File: src/rtl/page_table_map_and_walk_macros.svh
// Assertion macros shared by the page table walker modules.
// Both macros sample on i_clk and are disabled while i_rst_n is low.
`ifndef PAGE_TABLE_MAP_AND_WALK_MACROS_SVH
`define PAGE_TABLE_MAP_AND_WALK_MACROS_SVH
`ifndef SYNTHESIS
`define PTW_ASSERT(label, prop, msg) \
    label: assert property (@(posedge i_clk) disable iff (!i_rst_n) (prop)) else $error(msg);
`define PTW_ASSERT_NEXT(label, ante, cons, msg) \
    label: assert property (@(posedge i_clk) disable iff (!i_rst_n) (ante) |=> (cons)) \
        else $error(msg);
`else
`define PTW_ASSERT(label, prop, msg)
`define PTW_ASSERT_NEXT(label, ante, cons, msg)
`endif
`endif

File: src/rtl/ptw_pkg.sv
package ptw_pkg;

    localparam int unsigned PAGE_SHIFT = 12;
    localparam int unsigned FRAME_W    = 40;
    localparam int unsigned IDX_W      = 9;
    localparam int unsigned VA_W       = 48;
    localparam int unsigned PA_W       = 52;
    localparam int unsigned FLAGS_W    = 6;
    localparam int unsigned STATUS_W   = 2;

    localparam logic [0:0] CMD_MAP   = 1'b0;
    localparam logic [0:0] CMD_XLATE = 1'b1;

    localparam logic [STATUS_W-1:0] ST_DONE       = 2'd0;
    localparam logic [STATUS_W-1:0] ST_NOT_MAPPED = 2'd1;
    localparam logic [STATUS_W-1:0] ST_NO_SLOTS   = 2'd2;

    typedef struct packed {
        logic [0:0]         command;
        logic [VA_W-1:0]    virtual_address;
        logic [PA_W-1:0]    physical_address;
        logic [FLAGS_W-1:0] entry_flags;
    } t_in_item;

    typedef struct packed {
        logic [PA_W-1:0]     page_address;
        logic [STATUS_W-1:0] status;
    } t_out_item;

    // Stored entry: only the bits an entry can ever hold.
    typedef struct packed {
        logic               nx;
        logic [FRAME_W-1:0] frame;
        logic [4:0]         flags;
    } t_pte;

    typedef enum logic [1:0] {
        RES_DONE,
        RES_NOMAP,
        RES_NOSLOT,
        RES_PAGE
    } t_res;

    typedef enum logic [3:0] {
        S_INIT,
        S_IDLE,
        S_READ0,
        S_WALK,
        S_CHECK,
        S_CLEAR,
        S_LINK,
        S_LEAF,
        S_RESP
    } t_state;

    typedef struct packed {
        logic load;
        logic rd_root;
        logic rd_next;
        logic clr_step;
        logic clr_root;
        logic link;
        logic leaf;
        logic res_load;
        t_res res_code;
        logic out_load;
    } t_dp_cmd;

    typedef struct packed {
        logic       follows;
        logic       present;
        logic [1:0] lvl;
        logic       fits;
        logic       clr_last;
        logic       is_xlate;
    } t_dp_status;

    function automatic logic [IDX_W-1:0] level_index(logic [VA_W-1:0] va, logic [1:0] lvl);
        logic [IDX_W-1:0] idx;
        case (lvl)
            2'd0:    idx = va[47:39];
            2'd1:    idx = va[38:30];
            2'd2:    idx = va[29:21];
            default: idx = va[20:12];
        endcase
        return idx;
    endfunction

    function automatic t_pte make_pte(logic [FRAME_W-1:0] frame, logic [FLAGS_W-1:0] flags);
        t_pte e;
        e.nx    = flags[5];
        e.frame = frame;
        e.flags = flags[4:0];
        return e;
    endfunction

endpackage

File: src/rtl/ptw_ctrl.sv
`include "page_table_map_and_walk_macros.svh"

module ptw_ctrl (
    input  logic                i_clk,
    input  logic                i_rst_n,
    input  logic                i_in_valid,
    output logic                o_in_stall,
    input  logic                i_out_stall,
    output logic                o_out_valid,
    output ptw_pkg::t_dp_cmd    o_cmd,
    input  ptw_pkg::t_dp_status i_sts
);

    ptw_pkg::t_state r_state;
    ptw_pkg::t_state n_state;
    logic            r_out_valid;
    logic            n_out_valid;
    ptw_pkg::t_dp_cmd cmd;

    always_ff @(posedge i_clk) begin
        if (!i_rst_n) begin
            r_state     <= ptw_pkg::S_INIT;
            r_out_valid <= 1'b0;
        end else begin
            r_state     <= n_state;
            r_out_valid <= n_out_valid;
        end
    end

    always_comb begin
        n_state     = r_state;
        cmd         = '0;
        n_out_valid = r_out_valid && i_out_stall;
        unique case (r_state)
            ptw_pkg::S_INIT: begin
                // The root table is swept to zero once after reset.
                cmd.clr_step = 1'b1;
                cmd.clr_root = 1'b1;
                if (i_sts.clr_last) begin
                    n_state = ptw_pkg::S_IDLE;
                end
            end
            ptw_pkg::S_IDLE: begin
                if (i_in_valid) begin
                    cmd.load = 1'b1;
                    n_state  = ptw_pkg::S_READ0;
                end
            end
            ptw_pkg::S_READ0: begin
                cmd.rd_root = 1'b1;
                n_state     = ptw_pkg::S_WALK;
            end
            ptw_pkg::S_WALK: begin
                if (i_sts.lvl == 2'd3) begin
                    cmd.res_load = 1'b1;
                    cmd.res_code = i_sts.present ? ptw_pkg::RES_PAGE : ptw_pkg::RES_NOMAP;
                    n_state      = ptw_pkg::S_RESP;
                end else if (i_sts.follows) begin
                    cmd.rd_next = 1'b1;
                    if (!i_sts.is_xlate && i_sts.lvl == 2'd2) begin
                        n_state = ptw_pkg::S_LEAF;
                    end
                end else if (i_sts.is_xlate) begin
                    cmd.res_load = 1'b1;
                    cmd.res_code = ptw_pkg::RES_NOMAP;
                    n_state      = ptw_pkg::S_RESP;
                end else begin
                    n_state = ptw_pkg::S_CHECK;
                end
            end
            ptw_pkg::S_CHECK: begin
                if (i_sts.fits) begin
                    n_state = ptw_pkg::S_CLEAR;
                end else begin
                    cmd.res_load = 1'b1;
                    cmd.res_code = ptw_pkg::RES_NOSLOT;
                    n_state      = ptw_pkg::S_RESP;
                end
            end
            ptw_pkg::S_CLEAR: begin
                cmd.clr_step = 1'b1;
                if (i_sts.clr_last) begin
                    n_state = ptw_pkg::S_LINK;
                end
            end
            ptw_pkg::S_LINK: begin
                cmd.link = 1'b1;
                n_state  = (i_sts.lvl == 2'd2) ? ptw_pkg::S_LEAF : ptw_pkg::S_CLEAR;
            end
            ptw_pkg::S_LEAF: begin
                cmd.leaf     = 1'b1;
                cmd.res_load = 1'b1;
                cmd.res_code = ptw_pkg::RES_DONE;
                n_state      = ptw_pkg::S_RESP;
            end
            ptw_pkg::S_RESP: begin
                if (!r_out_valid || !i_out_stall) begin
                    cmd.out_load = 1'b1;
                    n_out_valid  = 1'b1;
                    n_state      = ptw_pkg::S_IDLE;
                end
            end
            default: begin
                n_state = ptw_pkg::S_IDLE;
            end
        endcase
    end

    assign o_cmd       = cmd;
    assign o_in_stall  = (r_state != ptw_pkg::S_IDLE);
    assign o_out_valid = r_out_valid;

    `PTW_ASSERT_NEXT(a_resp_delivers, (r_state == ptw_pkg::S_RESP) && (!r_out_valid || !i_out_stall), r_out_valid && (r_state == ptw_pkg::S_IDLE), "result not presented")
    `PTW_ASSERT(a_link_after_clear, (r_state != ptw_pkg::S_LINK) || ($past(r_state) == ptw_pkg::S_CLEAR), "link written before its table was cleared")
    `PTW_ASSERT(a_map_no_leaf_read, (r_state != ptw_pkg::S_WALK) || i_sts.is_xlate || (i_sts.lvl != 2'd3), "map walked into the leaf level")

endmodule

File: config.mk
export PLATFORM = sky130hd
export DESIGN_NAME = ptw_ctrl
export DESIGN_NICKNAME = d
export VERILOG_FILES = /design/src/rtl/ptw_pkg.sv /design/src/rtl/ptw_ctrl.sv
export VERILOG_INCLUDE_DIRS = /design/src /design/src/rtl
export SDC_FILE = /design/constraint.sdc
export NUM_CORES = 1
export LEC_CHECK = 0
export ABC_AREA = 1
export BUFFER_PORTS_ARGS = -buffer_cell sky130_fd_sc_hd__buf_4
export CAP_MARGIN = 0
export CORE_AREA = 2 2 39 41
export DETAILED_ROUTE_END_ITERATION = 6
export DIE_AREA = 0 0 41 43
export SETUP_SLACK_MARGIN = 0.1
export SYNTH_ARGS = -nofsm -noshare
export SYNTH_HDL_FRONTEND = slang
export SYNTH_SLANG_ARGS = --single-unit
File: constraint.sdc
create_clock -name i_clk -period 1.48 [get_ports i_clk]
set_input_delay 0.074 -clock i_clk [delete_from_list [all_inputs] [get_ports i_clk]]
set_output_delay 0.074 -clock i_clk [all_outputs]
set_load 0.05 [all_outputs]
# Word-level counts from Yosys, hierarchy flattened
# Index checks and enable logic that the tools add are counted.
[word_totals]
wordCells = 58
ff_bits = 5
inputBits = 11
output_inout_bits = 13
[op_classes]
reduce_logical = 9
eq_ne = 16
muxes = 31
[ops]
columns = ["op", "n"]
rows = [
  ["4-bit 2-to-1 mux", 9],
  ["4-bit case mux with 9 select lines", 1],
  ["4-bit by 3-bit == test with 1-bit output, second input constant", 4],
  ["1-bit 2-to-1 mux", 14],
  ["3-bit 2-to-1 mux", 4],
  ["3-bit case mux with 3 select lines", 1],
  ["4-bit by 2-bit == test with 1-bit output, second input constant", 2],
  ["2-bit inequality test, second input constant", 4],
  ["5-bit AND reduction", 1],
  ["2-bit == test, second input constant", 2],
  ["4-bit by 1-bit == test with 1-bit output, second input constant", 1],
  ["4-bit == test, second input constant", 1],
  ["4-bit logical NOT", 1],
  ["2-bit 2-to-1 mux", 2],
  ["4-bit by 1-bit inequality test with 1-bit output, second input constant", 1],
  ["4-bit inequality test, second input constant", 1],
  ["1-bit logical NOT", 3],
  ["1-bit logical AND", 2],
  ["2-bit OR reduction", 1],
  ["1-bit logical OR", 1],
]

# Longest topological paths before layout
# Gate-level depths: netlist of the first run.
[depth]
ltp_word = 6
depth_mapped = 9
depth_no_buf = 9

# Least setup slack after synthesis of the first run
# OpenSTA, ideal clock, no wires.
[synth_path]
kind = "register -> register"
startpoint = "register r_state[1]"
endpoint = "register r_state[0]"
arrival_time_ns = 2.027
path_stages_with_launch = 7
setup_ns = 0.064
path_buffers = 0
slack_ns = -0.610
required_time_ns = 1.416
synth_period_minus_slack_ns = 2.090
cell_sequence = "dfxtp_1 -> inv_1 -> nor3_1 -> nor2_1 -> nand3b_1 -> nor2_1 -> nor2_1"
[synth_between]
elab_chain_len = 3
word_cells_on_any_way = 16
cone_classes = "eq/ne: 13; mux: 1; reduce/logical: 2"
[synth_lines]
columns = ["element", "line_no", "rtl"]
rows = [
  ["start, declared", "ptw_ctrl.sv:14", "ptw_pkg::t_state r_state;"],
  ["start signal, assigned", "ptw_ctrl.sv:22", "r_state <= ptw_pkg::S_INIT;"],
  ["start signal, assigned", "ptw_ctrl.sv:25", "r_state <= n_state;"],
  ["4-bit by 2-bit == test with 1-bit output, or another cell as far along", "ptw_ctrl.sv:34", "unique case (r_state)"],
  ["4-bit inequality test (no source line) or 2-bit inequality test (tied branches)", "n/a", ""],
  ["5-bit AND reduction (no source line)", "n/a", ""],
]
# Several ways; a longest one is shown, not always the timed one.
# A chain may end at the register's enable or synchronous reset.

==> key figures, run 1 <==
Setup path
  • CP max stage delay: ~370 ps
  • CP Capture Type: primary output
  • Worst R2R Path Depth: 7
  • WS Path Type: reg -> out
  • Crit. path cell count: 5
  • CP required: 1410 ps
  • Worst Path Max Fanout: 6
  • Worst path cell trace: inv_4 -> nor2_4 -> nand3b_1 -> nand3_2 -> buf_8
  • Crit path launch type: register
  • Count of buffer and inverter cells on the critical path: 2
  • Critical-path cell with the highest stage delay: dfxtp_4
  • R2R setup slack: 250 ps
  • Critical Path AT: 1260 ps
  • Crit path max-delay family: simple AND/OR/NAND/NOR gates

Synth
  • Yosys reg bits: 5
  • Unique masters post-synth: 13
  • Syn. warnings: 0
  • Seq/Total Area, Yosys: 21.9%
  • Synth Net Count: 97
  • Cell Area, Synth: 458 µm²
  • Avg Inst Size Synth: 5.32 µm²
  • Syn Inst Count: 86

Clocking
  • Hold_buf cts: 0
  • Worst skew pair latency: 240 ps
  • CTS tree: built
  • H-tree levels: 1
  • CTS Buf Count: 3
  • Clock transition at path regs: approximately 40 ps
  • CTS root buffer: clkbuf_4
  • Clock Sinks: 5
  • Max clock buf depth: 2

STA
  • Clock skew: 2.78 ps
  • Fmax: 750 MHz
  • Slew margin rel.: a little over four fifths
  • Setup violators final: 0
  • Unrepaired setup endpoints after global routing: true
  • Tmin final: 1330 ps
  • Final WS setup: approximately 150 ps
  • Final slew viol count: 0
  • Actual slew at the worst max-slew pin: 223 ps
  • Fin crit share: between 90% and 100%
  • Final Hold Fails: 0

Pwr
  • Sw Ratio: 56.8%
  • Final total power: ~0.0017 W
  • Power share of the combinational group: around 74%
  • Switching Power: 0.000960 W
  • P_leak: 0.448 nW
  • Clock power frac: under 10%
  • Power per Cell Area: 2120 nW/µm²
  • Internal: 0.000731 W
  • VDD IR max: 0.00110 V
  • Sequential fraction of design power: 16.8%

Routing
  • Drt drc: 0
  • Vias: 612
  • Routed vias/inst: 4.67
  • Wire length per cell: 9.73 µm
  • First drt pass iteration count: 6
  • Routed WL: 1.27 mm
  • Antenna viol nets, final: 0
  • Iteration-0 DRC Markers: 10

Placed design
  • Dpl hpwl: just over 1 mm
  • GPL Wtd Cong: 0.821
  • Post-DP Area: 679 µm²
  • DP Cell Count: 125
  • Port-buffer cells: 23
  • Dpl ws: 145 ps

Layout
  • Layout Nets: 127
  • Area delta synth->final: 74.0%
  • Share of post-route cells with drive strength above 1: roughly 45%
  • Util after Layout: 57.6%
  • Fin cells: 131
  • Final non-filler cell area: 797 µm²
  • Fillcell total: 140
  • Ant diodes: 0

Floorplan
  • Rows: 14
  • Die area: 1760 µm²
  • Die X: between 40 and 50 µm
  • I/O pin count: 24
  • Area of the core: 1380 µm²
  • Die height: around 43 µm
  • Initial Utilization: 33.1%

Global routing
  • Gr usage total: 15.6%
  • Vias in the first global route: 510
  • First-pass GRT wire length: 1.86 mm
  • Largest net degree at the start of global routing: 8
  • Initial antenna violation count: 0
  • Total gr overflow: 0

Outcome
  • Run status: finished, final reports clean

Hold path
  • Path type of the worst min-delay path: in -> reg
  • Hold-critical path depth: 3

Job
  • Max Cap Viol: 0
## placed cells by master (no fill, tap or decap)
cell / count
nand3_2: 3
inv_1: 14
nand3_1: 9
clkbuf_4: 3
clkbuf_1: 1
nor3_2: 1
a21oi_1: 2
dfxtp_2: 1
nand2_2: 3
nand2_1: 22
inv_2: 1
a41oi_1: 1
nand3b_1: 2
buf_6: 2
nor2_2: 3
o21ai_2: 2
nor2_4: 6
inv_4: 1
dfxtp_1: 1
dfxtp_4: 3
buf_4: 21
nor2_1: 11
buf_8: 2
## power groups by stage
stage | clock network (W) | registers (W) | logic, W
after CTS | 0.000160 | 0.000266 | 0.00116
after global placement | 0 | 0.000243 | 0.00112
after global routing | 0.000172 | 0.000292 | 0.00135
after floorplan | 0 | 0.000240 | 0.000846
after detailed placement | 0 | 0.000245 | 0.00112
final | 0.000154 | 0.000284 | 0.00125
## flip-flops by register name (all words and copies together) (netlist names)
| signal | flops |
|---|---|
| r_state | 4 |
| o_out_valid | 1 |
## logic make-up (layout without fill, tap and decap cells)
| group | count (synthesis) | count (layout) | share of synthesized area [%] |
|---|---|---|---|
| and+or+nand+nor | 60 | 60 | 58.7 |
| buffers and inverters | 16 | 45 | 13.1 |
| AOI/OAI and AO/OA | 5 | 5 | 6.28 |
| DFF | 5 | 5 | 21.9 |
## worst reg2reg max path: stages (launching register included)
cell and delay, ps:
dfxtp_2 430, nor2_4 90, nand3_1 100, nand2_1 70
nor2_2 170, nand2_2 90, nor2_1 110, nor2_1 50
## repair_timing
action                                  CTS  global route
gates resized for setup                  12            14
endpoints found under the setup margin    9             7
buffers inserted                          0             2
pin swaps                                 0             5
## per-stage QoR
| step | setup TNS, ps | hold WS [ps] |
|---|---|---|
| after floorplan | -242 | 194 |
| after global placement | 0 | 323 |
| after detailed placement | 0 | 339 |
| after CTS | 0 | 78.9 |
| after global routing | 0 | 87.3 |
| final | 0 | 81.8 |
## metal layers
layer	up-vias	track usage [%]	wire length, µm
met2	21	23.1	624
li1	323	-	-
met1	266	19.4	564
met3	2	3.14	76
met4	0	10.0	9
met5	-	0	0
## path summary, 6_finish.rpt
kind,start,endpoint
worst min-delay path,i_rst_n,r_state[0]$_SDFFE_PN0P_
worst max-delay path,r_state[2]$_SDFFE_PN0P_,o_cmd[3]
worst min register to register,o_out_valid$_SDFF_PN0_,o_out_valid$_SDFF_PN0_
worst max register to register,r_state[1]$_SDFFE_PN0P_,r_state[0]$_SDFFE_PN0P_
## cell usage after synthesis
master    number  share of area, %
a41oi_1        1               1.9
nand3b_1       2               3.3
inv_1         16                13
dfxtp_1        5                22
nand3_1       12                13
nor3_1         1               1.1
nand2_2        1               1.4
nor2_2         4               5.5
nor2_1        15                12
o21ai_0        2               2.2
nor2_4         1               2.5
nand2_1       24                20
a21oi_1        2               2.2
## area by class of cell
cell class | count | area (µm²) | share of cell area (%)
clock buffers | 4 | 26.3 | 3.30
inverters | 16 | 62.6 | 7.85
multi-input cells | 65 | 365 | 45.8
flip-flops and latches | 5 | 113 | 14.1
well taps | 16 | 20.0 | 2.51
repair buffers | 25 | 210 | 26.4
(Power assumes the default switching activity.)
==> run 2: changes to the inputs <==
- PLACE_DENSITY: default -> 0.71
- REMOVE_ABC_BUFFERS: default -> 1
==> key figures, run 2 (synthesis gave the netlist of run 1 again) <==
Layout
  • Share of post-route cells with drive strength above 1: a little under two fifths
  • Most common cell after layout, fill and taps aside: nand2_1
  • Final non-filler cell area: 751 µm²
  • Max reg flops: 4
  • Largest Register: r_state
  • Area delta synth->final: 63.9%
  • Commonest cells after routing, fill and taps aside: nand2_1 (24), buf_4 (21), inv_1 (14)
  • Layout Nets: approximately 130
  • Ant diodes: 0

Clocking
  • Hold_buf cts: 0
  • CTS root buffer: clkbuf_4
  • Max clock buf depth: 2
  • CTS Buf Count: 3
  • Clock Sinks: 5
  • Clock transition at path regs: 40 ps
  • H-tree levels: 1
  • CTS tree: built
  • Worst skew pair latency: 240 ps

STA
  • Tmin final: 1330 ps
  • Slew margin rel.: 83.3%
  • Fmax: 753 MHz
  • Fin crit share: 89.8%
  • Actual slew at the worst max-slew pin: 249 ps
  • Unrepaired setup endpoints after global routing: true
  • Final slew viol count: 0
  • Clock skew: 2.43 ps
  • Final WS setup: 151 ps
  • Final Hold Fails: 0
  • Setup tns final: 0 ps
  • Setup violators final: 0

Setup path
  • CP max stage delay: 370 ps
  • Count of buffer and inverter cells on the critical path: 2
  • Crit. path cell count: 5
  • R2R setup slack: 220 ps
  • CP required: approximately 1400 ps
  • Worst path cell trace: inv_4 -> nor2_4 -> nand3b_1 -> o21ai_1 -> buf_6
  • CP Capture Type: primary output
  • Worst R2R Path Depth: 9
  • WS Path Type: reg -> out
  • Crit path max-delay family: flip-flops
  • Crit path to: o_cmd[2]
  • Critical Path AT: between 1000 and 1500 ps
  • Reg2Reg Capture Point: r_state[0]$_SDFFE_PN0P_
  • Critical-path cell with the highest stage delay: dfxtp_4
  • Worst Path Max Fanout: 6
  • CP Launch Point: r_state[2]$_SDFFE_PN0P_
  • Reg2Reg Launch Point: r_state[2]$_SDFFE_PN0P_
  • Crit path launch type: register

Global routing
  • Initial antenna violation count: 0
  • First-pass GRT wire length: 2.09 mm
  • Largest net degree at the start of global routing: 8
  • GR peak layer: met2
  • Vias in the first global route: approximately 530
  • Met3 Usage GRT: 4.71%
  • GRT met2 Usage: around a quarter
  • GR Layer Usage met1: a little under a quarter
  • Gr usage total: between 15 and 20%
  • Total gr overflow: 0

Floorplan
  • Area of the core: between 1000 and 1500 µm²
  • Die height: between 40 and 50 µm
  • Rows: 14
  • Die area: around 1800 µm²
  • Initial Utilization: 33.1%
  • Die X: 41 µm
  • I/O pin count: 24

Placed design
  • Dpl ws: 169 ps
  • Dpl hpwl: 1.02 mm
  • GPL Wtd Cong: 0.856
  • Post-DP Area: 651 µm²
  • Port-buffer cells: 23

Pwr
  • VDD IR max: 0.000985 V
  • P_leak: about 0.45 nW
  • Power per Cell Area: 2160 nW/µm²
  • Final total power: 0.00162 W

Routing
  • Drt drc: 0
  • Antenna viol nets, final: 0
  • Routed vias/inst: 4.68
  • Iteration-0 DRC Markers: 13
  • Wire length per cell: 9.56 µm
  • Vias: ~610
  • Routed WL: 1.25 mm
  • First drt pass iteration count: 4

Hold path
  • Path type of the worst min-delay path: in -> reg
  • Hold-critical path depth: 3

Outcome
  • Run status: finished, final reports clean

Job
  • Max Cap Viol: 0
-- run 2: cell counts in the layout (fill, tap and decap cells not counted) --
No cell type changed its count.
-- run 2: stage by stage --
step	util [%]	cells	hold WS [ps]
floorplan	-	86	194
global placement	47.0	125	325
detailed placement	47.0	125	335
CTS	50.3	129	84.4
global route	54.2	131	102
finish	54.2	131	86.8
-- run 2: routing by layer --
metal / up-vias / wire (µm)
met5: - / 0
li1: 329 / -
met3: 0 / 50
met1: 268 / 543
met2: 16 / 659
met4: 0 / 0
-- run 2: how the worst min path moves through the flow --
stage	to	from
after floorplan	r_state[0]$_SDFFE_PN0P_	i_rst_n
after global placement	r_state[2]$_SDFFE_PN0P_	i_rst_n
after detailed placement	r_state[0]$_SDFFE_PN0P_	i_rst_n
after CTS	r_state[0]$_SDFFE_PN0P_	i_rst_n
after global routing	r_state[1]$_SDFFE_PN0P_	i_rst_n
final	r_state[0]$_SDFFE_PN0P_	i_rst_n
-- run 2: what timing repair did --
item                                    4_1_cts  5_1_grt
endpoints found under the hold margin         0        0
buffers inserted                              0        2
endpoints found under the setup margin        7       11
pin swaps                                     1        2
resized for setup                             9       14
-- run 2: cell type report --
type | count | area, µm²
sequential | 5 | 113
clock buffer | 4 | 26.3
timing repair buffer | 25 | 203
multi-input combinational | 65 | 327
fill | 138 | 633
inverter | 16 | 62.6
tap | 16 | 20.0
-- run 2: power breakdown --
group	leakage [nW]	internal [W]	total, W	switching, W
clock network	0.0150	0.000101	0.000150	0.0000488
registers	0.0434	0.000199	0.000282	0.0000836
logic	0.387	0.000401	0.00119	0.000787
total	0.446	0.000701	0.00162	0.000920
-- run 2: worst reg2reg max path: stages, from the launching register on --
cell	delay, ps
dfxtp_4	350
inv_4	70
nor2_4	50
buf_4	120
nand3_1	60
nand2_1	60
nor2_2	160
nand2_2	90
nor2_1	130
nor2_1	50
